==> src/hw/rtl/mfag_pkg.sv <==
// mfag_pkg: shared types and constants of the macroblock fetch address generator
// used by the channel interfaces and the top level

`default_nettype none

package mfag_pkg;

   localparam int ADDR_W      = 25;
   localparam int MB_NUM_W    = 16;
   localparam int CSR_INDEX_W = 1;
   localparam int CSR_DATA_W  = 9;

   // register indexes of the configuration port
   localparam logic [CSR_INDEX_W-1:0] CSR_WIDTH_IN_MBS  = 1'b0;
   localparam logic [CSR_INDEX_W-1:0] CSR_HEIGHT_IN_MBS = 1'b1;

   // last sample index inside a luma and a chroma block
   localparam logic [3:0] LUMA_LAST   = 4'd15;
   localparam logic [3:0] CHROMA_LAST = 4'd7;

   typedef enum logic [1:0] {
      PLANE_Y  = 2'd0,
      PLANE_CB = 2'd1,
      PLANE_CR = 2'd2
   } plane_type;

   typedef struct packed {
      logic restart;
   } req_word_type;

   typedef struct packed {
      logic [ADDR_W-1:0]   byte_address;
      plane_type           plane;
      logic [3:0]          row_in_block;
      logic [3:0]          col_in_block;
      logic [MB_NUM_W-1:0] mb_number;
      logic                last_of_macroblock;
      logic                last_of_frame;
   } rsp_word_type;

endpackage

`default_nettype wire

==> src/hw/rtl/mfag_channels.sv <==
// mfag_channels: valid/ready channel interfaces for request and response words
// depends on mfag_pkg

`default_nettype none

interface mfag_req_if import mfag_pkg::*; ();
   logic         valid;
   logic         ready;
   req_word_type word;

   modport source (output valid, output word, input ready);
   modport sink   (input valid, input word, output ready);
endinterface

interface mfag_rsp_if import mfag_pkg::*; ();
   logic         valid;
   logic         ready;
   rsp_word_type word;

   modport source (output valid, output word, input ready);
   modport sink   (input valid, input word, output ready);
endinterface

`default_nettype wire

==> src/hw/rtl/macroblock_fetch_address_generator.sv <==
// macroblock_fetch_address_generator: sample addresses of a planar 4:2:0 frame
// in macroblock order; depends on mfag_pkg and mfag_channels
//
// Usage: every word accepted on req_channel yields exactly one word on
// rsp_channel: the byte address of the current sample, its plane, its row
// and column in the block, the macroblock number and end-of-macroblock /
// end-of-frame flags. A word with restart set goes back to macroblock 0,
// luma sample (0,0) before it is emitted. Each macroblock gives 256 luma,
// 64 Cb and 64 Cr addresses, then the walk moves on in raster order and
// wraps after the last macroblock.
// The response is registered in the output register in the cycle after the
// request is accepted. One word per cycle; the position
// counters and one stride multiplier sit between the request and the
// output register. The output register is reloaded in the same cycle it
// is taken, so a stalled receiver only holds up the request side.
// Frame size is set through csr_*; the user must do so only while no word
// is in flight (unchecked); the derived plane size is registered at the write.
// Reset (synchronous): position back to macroblock 0 luma, frame size
// 1x1 macroblocks, output register empty.

`default_nettype none

module macroblock_fetch_address_generator import mfag_pkg::*; #(
   parameter int MAX_MBS_PER_SIDE = 256
) (
   input  wire logic                   clock,
   input  wire logic                   reset,
   input  wire logic                   csr_write_enable,
   input  wire logic [CSR_INDEX_W-1:0] csr_index,
   input  wire logic [CSR_DATA_W-1:0]  csr_write_data,
   mfag_req_if.sink                    req_channel,
   mfag_rsp_if.source                  rsp_channel
);

   // width of an effective size (1..MAX) and of a macroblock coordinate
   localparam int EW    = $clog2(MAX_MBS_PER_SIDE + 1);
   localparam int CW    = (MAX_MBS_PER_SIDE > 1) ? $clog2(MAX_MBS_PER_SIDE) : 1;
   localparam int LS_W  = 2 * EW + 8;
   localparam int PROD_W = CW + EW + 8;
   localparam int SUM_W = 2 * EW + 11;
   localparam int FULL_W = (SUM_W > ADDR_W) ? SUM_W : ADDR_W;
   localparam int CMP_W = EW + 1;

   function automatic logic [EW-1:0] effective_mbs(input logic [CSR_DATA_W-1:0] v);
      logic [EW-1:0] r;
      if (v == '0) begin
         r = EW'(1);
      end else if (int'(v) > MAX_MBS_PER_SIDE) begin
         r = EW'(MAX_MBS_PER_SIDE);
      end else begin
         r = EW'(v);
      end
      return r;
   endfunction

   // frame size
   logic [EW-1:0]    eff_w_ff, eff_w_in;
   logic [EW-1:0]    eff_h_ff, eff_h_in;
   logic [LS_W-1:0]  luma_size_ff, luma_size_in;
   logic [EW-1:0]    csr_eff;
   logic [2*EW-1:0]  area;

   // position
   logic [CW-1:0]       mb_row_ff, mb_row_in;
   logic [CW-1:0]       mb_col_ff, mb_col_in;
   plane_type           plane_ff, plane_in;
   logic [3:0]          sample_row_ff, sample_row_in;
   logic [3:0]          sample_col_ff, sample_col_in;
   logic [MB_NUM_W-1:0] mb_counter_ff, mb_counter_in;

   // output register
   logic         rsp_valid_ff, rsp_valid_in;
   rsp_word_type rsp_word_ff, rsp_word_in;

   logic                accept;
   logic [CW-1:0]       cur_mb_row, cur_mb_col;
   plane_type           cur_plane;
   logic [3:0]          cur_row, cur_col;
   logic [MB_NUM_W-1:0] cur_mb_counter;
   logic [3:0]          block_last;
   logic                col_end, row_end, last_mb, last_col, last_row;
   logic [CW+3:0]       row_idx, col_idx;
   logic [EW+3:0]       stride;
   logic [PROD_W-1:0]   prod;
   logic [LS_W:0]       plane_base;
   logic [FULL_W-1:0]   addr_sum;

   // configuration: derived plane size is registered with the write
   always_comb begin
      csr_eff      = effective_mbs(csr_write_data);
      eff_w_in     = eff_w_ff;
      eff_h_in     = eff_h_ff;
      area         = eff_w_ff * eff_h_ff;
      if (csr_write_enable) begin
         case (csr_index)
            CSR_WIDTH_IN_MBS: begin
               eff_w_in = csr_eff;
               area     = csr_eff * eff_h_ff;
            end
            CSR_HEIGHT_IN_MBS: begin
               eff_h_in = csr_eff;
               area     = eff_w_ff * csr_eff;
            end
            default: begin
               eff_w_in = eff_w_ff;
            end
         endcase
      end
      luma_size_in = {area, 8'b0};
   end

   assign accept            = req_channel.valid && req_channel.ready;
   assign req_channel.ready = !rsp_valid_ff || rsp_channel.ready;

   always_comb begin
      // restart zeroes the position before the sample is emitted
      if (req_channel.word.restart) begin
         cur_mb_row     = '0;
         cur_mb_col     = '0;
         cur_plane      = PLANE_Y;
         cur_row        = '0;
         cur_col        = '0;
         cur_mb_counter = '0;
      end else begin
         cur_mb_row     = mb_row_ff;
         cur_mb_col     = mb_col_ff;
         cur_plane      = plane_ff;
         cur_row        = sample_row_ff;
         cur_col        = sample_col_ff;
         cur_mb_counter = mb_counter_ff;
      end

      block_last = (cur_plane == PLANE_Y) ? LUMA_LAST : CHROMA_LAST;
      col_end    = (cur_col == block_last);
      row_end    = (cur_row == block_last);
      last_mb    = (cur_plane == PLANE_CR) && col_end && row_end;
      // a coordinate at or past the last one counts as the last
      last_col   = (CMP_W'(cur_mb_col) + CMP_W'(1)) >= CMP_W'(eff_w_ff);
      last_row   = (CMP_W'(cur_mb_row) + CMP_W'(1)) >= CMP_W'(eff_h_ff);

      // address: plane base + row * stride + column
      case (cur_plane)
         PLANE_Y: begin
            row_idx    = {cur_mb_row, cur_row};
            col_idx    = {cur_mb_col, cur_col};
            stride     = {eff_w_ff, 4'b0};
            plane_base = '0;
         end
         PLANE_CB: begin
            row_idx    = {1'b0, cur_mb_row, cur_row[2:0]};
            col_idx    = {1'b0, cur_mb_col, cur_col[2:0]};
            stride     = {1'b0, eff_w_ff, 3'b0};
            plane_base = {1'b0, luma_size_ff};
         end
         default: begin
            row_idx    = {1'b0, cur_mb_row, cur_row[2:0]};
            col_idx    = {1'b0, cur_mb_col, cur_col[2:0]};
            stride     = {1'b0, eff_w_ff, 3'b0};
            plane_base = {1'b0, luma_size_ff} + {3'b0, luma_size_ff[LS_W-1:2]};
         end
      endcase
      prod     = row_idx * stride;
      addr_sum = FULL_W'(plane_base) + FULL_W'(prod) + FULL_W'(col_idx);

      rsp_word_in.byte_address       = addr_sum[ADDR_W-1:0];
      rsp_word_in.plane              = cur_plane;
      rsp_word_in.row_in_block       = cur_row;
      rsp_word_in.col_in_block       = cur_col;
      rsp_word_in.mb_number          = cur_mb_counter;
      rsp_word_in.last_of_macroblock = last_mb;
      rsp_word_in.last_of_frame      = last_mb && last_col && last_row;

      // advance the walk
      sample_col_in = cur_col;
      sample_row_in = cur_row;
      plane_in      = cur_plane;
      mb_col_in     = cur_mb_col;
      mb_row_in     = cur_mb_row;
      mb_counter_in = cur_mb_counter;
      if (!col_end) begin
         sample_col_in = cur_col + 4'd1;
      end else begin
         sample_col_in = '0;
         if (!row_end) begin
            sample_row_in = cur_row + 4'd1;
         end else begin
            sample_row_in = '0;
            case (cur_plane)
               PLANE_Y:  plane_in = PLANE_CB;
               PLANE_CB: plane_in = PLANE_CR;
               default: begin
                  plane_in      = PLANE_Y;
                  mb_counter_in = cur_mb_counter + MB_NUM_W'(1);
                  if (!last_col) begin
                     mb_col_in = cur_mb_col + CW'(1);
                  end else begin
                     mb_col_in = '0;
                     if (!last_row) begin
                        mb_row_in = cur_mb_row + CW'(1);
                     end else begin
                        mb_row_in     = '0;
                        mb_counter_in = '0;
                     end
                  end
               end
            endcase
         end
      end

      rsp_valid_in = accept || (rsp_valid_ff && !rsp_channel.ready);
   end

   always_ff @(posedge clock) begin
      if (reset) begin
         eff_w_ff      <= EW'(1);
         eff_h_ff      <= EW'(1);
         luma_size_ff  <= LS_W'(256);
         mb_row_ff     <= '0;
         mb_col_ff     <= '0;
         plane_ff      <= PLANE_Y;
         sample_row_ff <= '0;
         sample_col_ff <= '0;
         mb_counter_ff <= '0;
         rsp_valid_ff  <= 1'b0;
      end else begin
         if (csr_write_enable) begin
            eff_w_ff     <= eff_w_in;
            eff_h_ff     <= eff_h_in;
            luma_size_ff <= luma_size_in;
         end
         if (accept) begin
            mb_row_ff     <= mb_row_in;
            mb_col_ff     <= mb_col_in;
            plane_ff      <= plane_in;
            sample_row_ff <= sample_row_in;
            sample_col_ff <= sample_col_in;
            mb_counter_ff <= mb_counter_in;
         end
         rsp_valid_ff <= rsp_valid_in;
      end
   end

   always_ff @(posedge clock) begin
      if (accept) begin
         rsp_word_ff <= rsp_word_in;
      end
   end

   assign rsp_channel.valid = rsp_valid_ff;
   assign rsp_channel.word  = rsp_word_ff;

   // end of frame is always also the end of a macroblock
   a_frame_end_is_mb_end: assert property (@(posedge clock) disable iff (reset)
      rsp_valid_ff && rsp_word_ff.last_of_frame |-> rsp_word_ff.last_of_macroblock)
      else $error("last_of_frame without last_of_macroblock");

   // chroma blocks never reach row or column 8
   a_chroma_row_range: assert property (@(posedge clock) disable iff (reset)
      plane_ff != PLANE_Y |-> !sample_row_ff[3] && !sample_col_ff[3])
      else $error("chroma position outside 8x8 block");

   // a restart word comes out as macroblock 0, luma sample (0,0)
   a_restart_origin: assert property (@(posedge clock) disable iff (reset)
      accept && req_channel.word.restart |=>
         rsp_word_ff.mb_number == '0 && rsp_word_ff.plane == PLANE_Y &&
         rsp_word_ff.row_in_block == 4'd0 && rsp_word_ff.col_in_block == 4'd0)
      else $error("restart did not return to the first sample");

   // an accepted word always leaves a valid response behind
   a_accept_fills_output: assert property (@(posedge clock) disable iff (reset)
      accept |=> rsp_valid_ff)
      else $error("accepted word lost");

endmodule

`default_nettype wire

==> src/flat_wrapper.sv <==
// flat-port wrapper written by rule: the top's interface ports become plain ports
module macroblock_fetch_address_generator_flat import mfag_pkg::*;
#(
   parameter int MAX_MBS_PER_SIDE = 256
)
  (clock, reset, csr_write_enable, csr_index, csr_write_data, req_channel_valid, req_channel_word, req_channel_ready, rsp_channel_valid, rsp_channel_word, rsp_channel_ready);
  mfag_req_if req_channel_i ();
  mfag_rsp_if rsp_channel_i ();
  input  wire logic clock;
  input  wire logic reset;
  input  wire logic csr_write_enable;
  input  wire logic [CSR_INDEX_W-1:0] csr_index;
  input  wire logic [CSR_DATA_W-1:0] csr_write_data;
  input wire logic [$bits(req_channel_i.valid)-1:0] req_channel_valid;
  input wire logic [$bits(req_channel_i.word)-1:0] req_channel_word;
  output wire logic [$bits(req_channel_i.ready)-1:0] req_channel_ready;
  output wire logic [$bits(rsp_channel_i.valid)-1:0] rsp_channel_valid;
  output wire logic [$bits(rsp_channel_i.word)-1:0] rsp_channel_word;
  input wire logic [$bits(rsp_channel_i.ready)-1:0] rsp_channel_ready;
  assign req_channel_i.valid = req_channel_valid;
  assign req_channel_i.word = req_channel_word;
  assign req_channel_ready = req_channel_i.ready;
  assign rsp_channel_valid = rsp_channel_i.valid;
  assign rsp_channel_word = rsp_channel_i.word;
  assign rsp_channel_i.ready = rsp_channel_ready;
  macroblock_fetch_address_generator #(.MAX_MBS_PER_SIDE(MAX_MBS_PER_SIDE)) u_core (.clock(clock), .reset(reset), .csr_write_enable(csr_write_enable), .csr_index(csr_index), .csr_write_data(csr_write_data), .req_channel(req_channel_i), .rsp_channel(rsp_channel_i));
endmodule
==> config.mk <==
export PLATFORM = sky130hd
export DESIGN_NAME = macroblock_fetch_address_generator_flat
export DESIGN_NICKNAME = d
export VERILOG_FILES = /design/src/hw/rtl/mfag_pkg.sv /design/src/hw/rtl/mfag_channels.sv /design/src/hw/rtl/macroblock_fetch_address_generator.sv /design/src/flat_wrapper.sv
export SDC_FILE = /design/constraint.sdc
export NUM_CORES = 1
export LEC_CHECK = 0
export BUFFER_PORTS_ARGS = -buffer_cell sky130_fd_sc_hd__buf_2
export CORE_MARGIN = 2
export CORE_UTILIZATION = 48
export DETAILED_ROUTE_END_ITERATION = 16
export PLACE_DENSITY = 0.62
export SETUP_SLACK_MARGIN = 0.3
export SLEW_MARGIN = 20
export SYNTH_ARGS = -nofsm -noshare
export SYNTH_HDL_FRONTEND = slang
export SYNTH_SLANG_ARGS = --single-unit
==> constraint.sdc <==
create_clock -name clock -period 14.5 [get_ports clock]
set_input_delay 2.9 -clock clock [delete_from_list [all_inputs] [get_ports clock]]
set_output_delay 2.9 -clock clock [all_outputs]
set_load 0.05 [all_outputs]
==> impl_metrics.ini, run 1 <==
[run_status]
run_status = complete, no violations

[pwr]
seqPwrFrac_pct = 38.0
internal-power_uw = 720
switching_share_pct = 31.8
ir_drop_uv = 89.9
clkPwrFrac_pct = 45.1
powerDensity_nw_per_um2 = 57.7
combPwrFrac_pct = 16.9
p_leak_uw = 0.00899
p_sw_uw = 335

[synthesis]
synth-seq-area-share_pct = 18.1
synth_area_per_cell_sq_um = 8.60
synth_nets = 2384
ys_types = 76
synthFlopType = dfxtp_1
synth_edf_count = 50
ys.warnings.count = 0
ys_seq_elements = 129
syn_area_sq_um = 17000
syn_inst = 1976
async_reset_ff_share_pct = 0

[floorplan]
die-width_um = 192
core_sq_um = 34700
initial_core_util_pct = 49.0
io_pins = 71
rows = 68
die_h_um = 192
die-area_sq_um = 36900

[placement]
dp_cells = 2429
io_buffers = 70
placed_area_sq_um = 17700
pre_cts_ws_ns = 3.85
gp_congestion = 0.905
dp_hpwl_um = 33100

[sta]
postLayoutSetupSlackWorst_ns = 4.26
period_needed_ns = 10.24
hold_viol = 0
fin_tns_setup_ns = 0
rsz0062_at_grt = no
worst_pin_slew_ns = 1.13
report.final.slew_viol_count = 0
relSlewSlack_pct = 24.1
fin_worst_skew_ns = 0.0236
max_freq_mhz = 97.6
finalSetupViolations = 0
whs_ns = 0.477
min_period_over_period_pct = 70.6

[drt]
wl_per_cell_um = 17.3
viasPerCell = 5.51
drtIter0Drc = 868
via_count = 13556
wl_um = 42600
drtPass1Iterations = 5
drc_errors = 0
antenna_left = 0

[layout]
layout.cells.non_filler = 2461
layout_common_cells = 297 x inv_1, 244 x nand2_1, 207 x fa_1, 185 x ha_1, 156 x nor2_1
n_antenna_cell = 0
fin_area_sq_um = 18300
seq_area_sq_um = 3080
nNetsFinal = 2401
fillCellCount = 3299
drive_above_1_share_pct = 6.98
multi_input_area_sq_um = 12400
synthToLayoutAreaGrowth_pct = 7.66
layout_commonest_cell = inv_1

[clocking]
cts_buffers = 17
cts_tree = yes
postCtsHoldBufs = 0
postCtsSetupBuffers = 0
cts_root_buf = clkbuf_16
ctsResizeCount = 0
clock_sinks = 129
path_clk_slew_ns = 0.07
cts_buffer_depth = 2
htree_levels = 4
clkLatencyLatePin_ns = 0.46

[worst_setup_path]
slowest_stage = a21oi_1
slowest_delay_ns = 0.67
required_ns = 14.68
worstSetupStartpointType = primary input
crit_top_cell = inv_1
critical_path_arrival_ns = 10.43
critPathKind = primary input to flip-flop
end_kind = flip-flop
cp_max_fo = 25

[global_route]
antenna_found_initial = 0
grt_pass1_vias = 13750
grt_overflow_total = 0
grt_max_degree = 78
grtUsageTotal_pct = 24.0
grt_first_pass_wirelength_um = 69400

[flow_run]
maxCapViolations = 0

[hold_path]
hp-class = flip-flop to flip-flop
## kinds of logic (layout without fill, tap and decap cells)
family,after synthesis,count (layout),synth area share [%]
compound gates,309,309,11.7
flops,129,129,18.1
mux,16,16,0.949
other cells,1,1,0.0221
xor+xnor,61,61,3.22
buf+inv,385,415,8.68
simple gates,683,683,19.3
fa+ha+maj,392,392,38.0
## flip-flops by register name (all words and copies together) (netlist names)
signal / count
u_core.sample_col_ff: 4
u_core.rsp_channel.word: 50
u_core.sample_row_ff: 4
u_core.eff_w_ff: 9
u_core.eff_h_ff: 9
u_core.luma_size_ff: 18
u_core.mb_row_ff: 8
u_core.rsp_channel.valid: 1
u_core.plane_ff: 2
u_core.mb_counter_ff: 16
u_core.mb_col_ff: 8
## metrics by stage
stage	power [uW]	util, %
6_report	1060	52.7
5_1_grt	1100	52.7
4_1_cts	1060	52.7
3_5_place_dp	587	50.9
3_3_place_gp	585	50.9
2_1_floorplan	541	-
## power by group through the flow
stage	registers [uW]	logic [uW]	clock network, uW
3_5_place_dp	409	179	0
5_1_grt	402	199	495
2_1_floorplan	428	113	0
4_1_cts	401	180	483
6_report	401	179	476
3_3_place_gp	408	176	0
## area by class of cell
cell class / count / share of cell area, %
well taps: 455 / 3.11
clock buffers: 18 / 2.34
clock inverters: 14 / 1.04
flip-flops and latches: 129 / 16.8
multi-input cells: 1462 / 68.0
inverters: 298 / 6.11
repair buffers: 85 / 2.53
## Yosys cell counts (7+ instances only)
master	instances	area (sq um)
and3_1	12	75.1
mux2i_1	15	150
a31oi_1	7	43.8
nand2_1	244	916
nand3_1	27	135
nand4_1	15	93.8
a211oi_1	26	195
nor4_1	9	56.3
and2_1	87	544
inv_1	298	1120
edfxtp_1	50	1500
dfxtp_1	79	1580
o21bai_1	10	75.1
ha_1	185	2310
nand2b_1	15	93.8
nor2b_1	44	275
a22oi_1	19	143
o21a_1	9	67.6
or2_2	7	43.8
fa_1	207	4140
o21ai_0	66	330
xor2_1	20	175
xnor2_1	40	350
clkbuf_1	72	270
a21o_1	27	203
nor3_1	39	195
nor2_1	156	586
a21oi_1	86	430
## path summary, 6_finish.rpt
kind,startpoint,end,slack (ns),cells after the start
max,req_channel_word,u_core.rsp_channel.word[52],4.26,25
min,u_core.mb_counter_ff[9],u_core.mb_counter_ff[9],0.48,2
min reg2reg,u_core.mb_counter_ff[9],u_core.mb_counter_ff[9],0.48,2
max reg2reg,u_core.plane_ff[1],u_core.rsp_channel.word[52],6.69,24
## per-layer routing
layer	track usage [%]	share of wire, %	up-vias	wire [um]
li1	-	-	6492	-
met1	31.2	44	6666	18600
met2	41.3	49	340	21000
met3	2.91	4.4	58	1890
met4	7.90	2.4	0	1020
met5	0	0	-	0
## critical path: cells and delay by family
family          cells  cell delay, ns
compound gates      7            1.87
simple gates        2            0.77
fa+ha+maj           7            3.39
buf+inv             8            1.13
xor+xnor            1            0.34
(Power assumes the default switching activity.)
==> inputs of run 2 (changes only) <==
--- a/config.mk
+++ b/config.mk
@@ -9,7 +9,7 @@
 export CORE_MARGIN = 2
 export CORE_UTILIZATION = 48
 export DETAILED_ROUTE_END_ITERATION = 16
-export PLACE_DENSITY = 0.62
+export PLACE_DENSITY = 0.64
 export SETUP_SLACK_MARGIN = 0.3
 export SLEW_MARGIN = 20
 export SYNTH_ARGS = -nofsm -noshare
==> constraint.sdc (replaced) <==
create_clock -name clock -period 8.63 [get_ports clock]
set_input_delay 1.726 -clock clock [delete_from_list [all_inputs] [get_ports clock]]
set_output_delay 1.726 -clock clock [all_outputs]
set_load 0.05 [all_outputs]
==> run 2 against run 1 <==
Effect of this change:
- cell count increased by 0.73%
- cell area rose by 0.27%
- combinational power grew 68%
- clock power rose by 47%
- register-to-register slack worse by 5.4 ns
- highest routed layer unchanged
==> impl_metrics.ini, run 2 (same netlist as run 1, synthesis figures left out) <==
[run_status]
run_status = complete, no violations

[worst_setup_path]
slowest_delay_ns = 0.54
critPathBufInv = 8
end_kind = flip-flop
r2r_cells = 24
cp-startpoint = req_channel_word
required_ns = 8.83
critical_path_arrival_ns = 7.98
cp_max_fo = 18
worstReg2RegStart = u_core.plane_ff[1]
critPathKind = primary input to flip-flop
worstSetupStartpointType = primary input
slowest_stage = fa_1
critPathTopFamily = adder cells
timing.critical_path.to = u_core.rsp_channel.word[52]
crit_top_cell = inv_1
r2r_end = u_core.rsp_channel.word[52]
cp.depth = 26
reg2reg_slack_ns = 1.27

[pwr]
powerDensity_nw_per_um2 = 91.3
ir_drop_uv = 145
p_leak_uw = 0.00903

[sta]
rsz0062_at_grt = no
min_period_over_period_pct = 90.2
max_freq_mhz = 128
whs_ns = 0.477
hold_viol = 0
period_needed_ns = 7.78
fin_tns_setup_ns = 0
report.final.slew_viol_count = 0
postLayoutSetupSlackWorst_ns = 0.845
relSlewSlack_pct = 39.1
finalSetupViolations = 0
fin_worst_skew_ns = 0.0199
worst_pin_slew_ns = 0.909

[drt]
drtPass1Iterations = 5
viasPerCell = 5.53
wl_per_cell_um = 17.3
antenna_left = 0
wl_um = 42900
via_count = 13719
drtIter0Drc = 832
drc_errors = 0

[floorplan]
initial_core_util_pct = 49.0
die-area_sq_um = 36900
die_h_um = 192
io_pins = 71
die-width_um = 192
rows = 68
core_sq_um = 34700

[placement]
dp_cells = 2447
io_buffers = 70
gp_congestion = 0.902
pre_cts_ws_ns = 0.405
dp_hpwl_um = 33800

[global_route]
grt_max_degree = 78
grt_overflow_total = 0
antenna_found_initial = 0
grt_first_pass_wirelength_um = 70200
grt_pass1_vias = 13665
grtUsageTotal_pct = 24.3

[layout]
fillCellCount = 3266
multi_input_area_sq_um = 12400
largest_reg_flops = 50
n_antenna_cell = 0
layout.cells.non_filler = 2479
drive_above_1_share_pct = 7.71
fin_util_pct = 52.9
seq_area_sq_um = 3080
nNetsFinal = 2419
layout_commonest_cell = inv_1
layout_common_cells = 297 x inv_1, 244 x nand2_1, 207 x fa_1, 185 x ha_1, 156 x nor2_1
synthToLayoutAreaGrowth_pct = 7.95

[clocking]
cts_buffer_depth = 2
clock_sinks = 129
cts_tree = yes
htree_levels = 4
path_clk_slew_ns = 0.07
postCtsSetupBuffers = 0
cts_root_buf = clkbuf_16
postCtsHoldBufs = 0
cts_buffers = 17
clkLatencyLatePin_ns = 0.46
ctsResizeCount = 0

[hold_path]
hp-class = flip-flop to flip-flop

[flow_run]
maxCapViolations = 0
-- run 2: worst min path at each step --
stage | startpoint | endpoint | slack (ns) | cells after the start
after floorplan | u_core.mb_counter_ff[9] | u_core.mb_counter_ff[9] | 0.43 | 2
after global placement | u_core.mb_counter_ff[9] | u_core.mb_counter_ff[9] | 0.46 | 2
after detailed placement | u_core.mb_counter_ff[9] | u_core.mb_counter_ff[9] | 0.46 | 2
after CTS | u_core.mb_counter_ff[9] | u_core.mb_counter_ff[9] | 0.48 | 2
after global routing | u_core.mb_counter_ff[9] | u_core.mb_counter_ff[9] | 0.49 | 2
final | u_core.mb_counter_ff[9] | u_core.mb_counter_ff[9] | 0.48 | 2
-- run 2: report_power, final --
part	internal, uW	switching, uW
Sequential	653	22.1
Clock	371	329
Combinational	94.4	206
-- run 2: layout make-up --
type                       instances  share of cell area (%)
clock buffer                      18                    2.34
clock inverter                    14                   0.580
inverter                         298                    6.10
multi-input combinational       1462                    67.8
sequential                       129                    16.8
tap                              455                    3.10
timing repair buffer             103                    3.26
-- run 2: stage by stage --
stage / total power, uW / area [sq um]
floorplan: 908 / 17000
global route: 1750 / 18400
global placement: 984 / 17800
detailed placement: 990 / 17800
CTS: 1690 / 18400
finish: 1680 / 18400
-- run 2: layer usage --
layer  GRT usage (%)  vias to the layer above  share of wire [%]
met5               0                        -                  0
met4            9.48                        0                3.3
met3            2.92                       73                4.9
met2            40.7                      392                 49
met1            32.1                     6720                 43
li1                -                     6534                  -
-- run 2: tightest hold or removal path: cells and delay by family, from the launching register on --
kind            cells  cell delay [ns]
compound gates      1             0.06
flops               1             0.32
simple gates        1             0.05
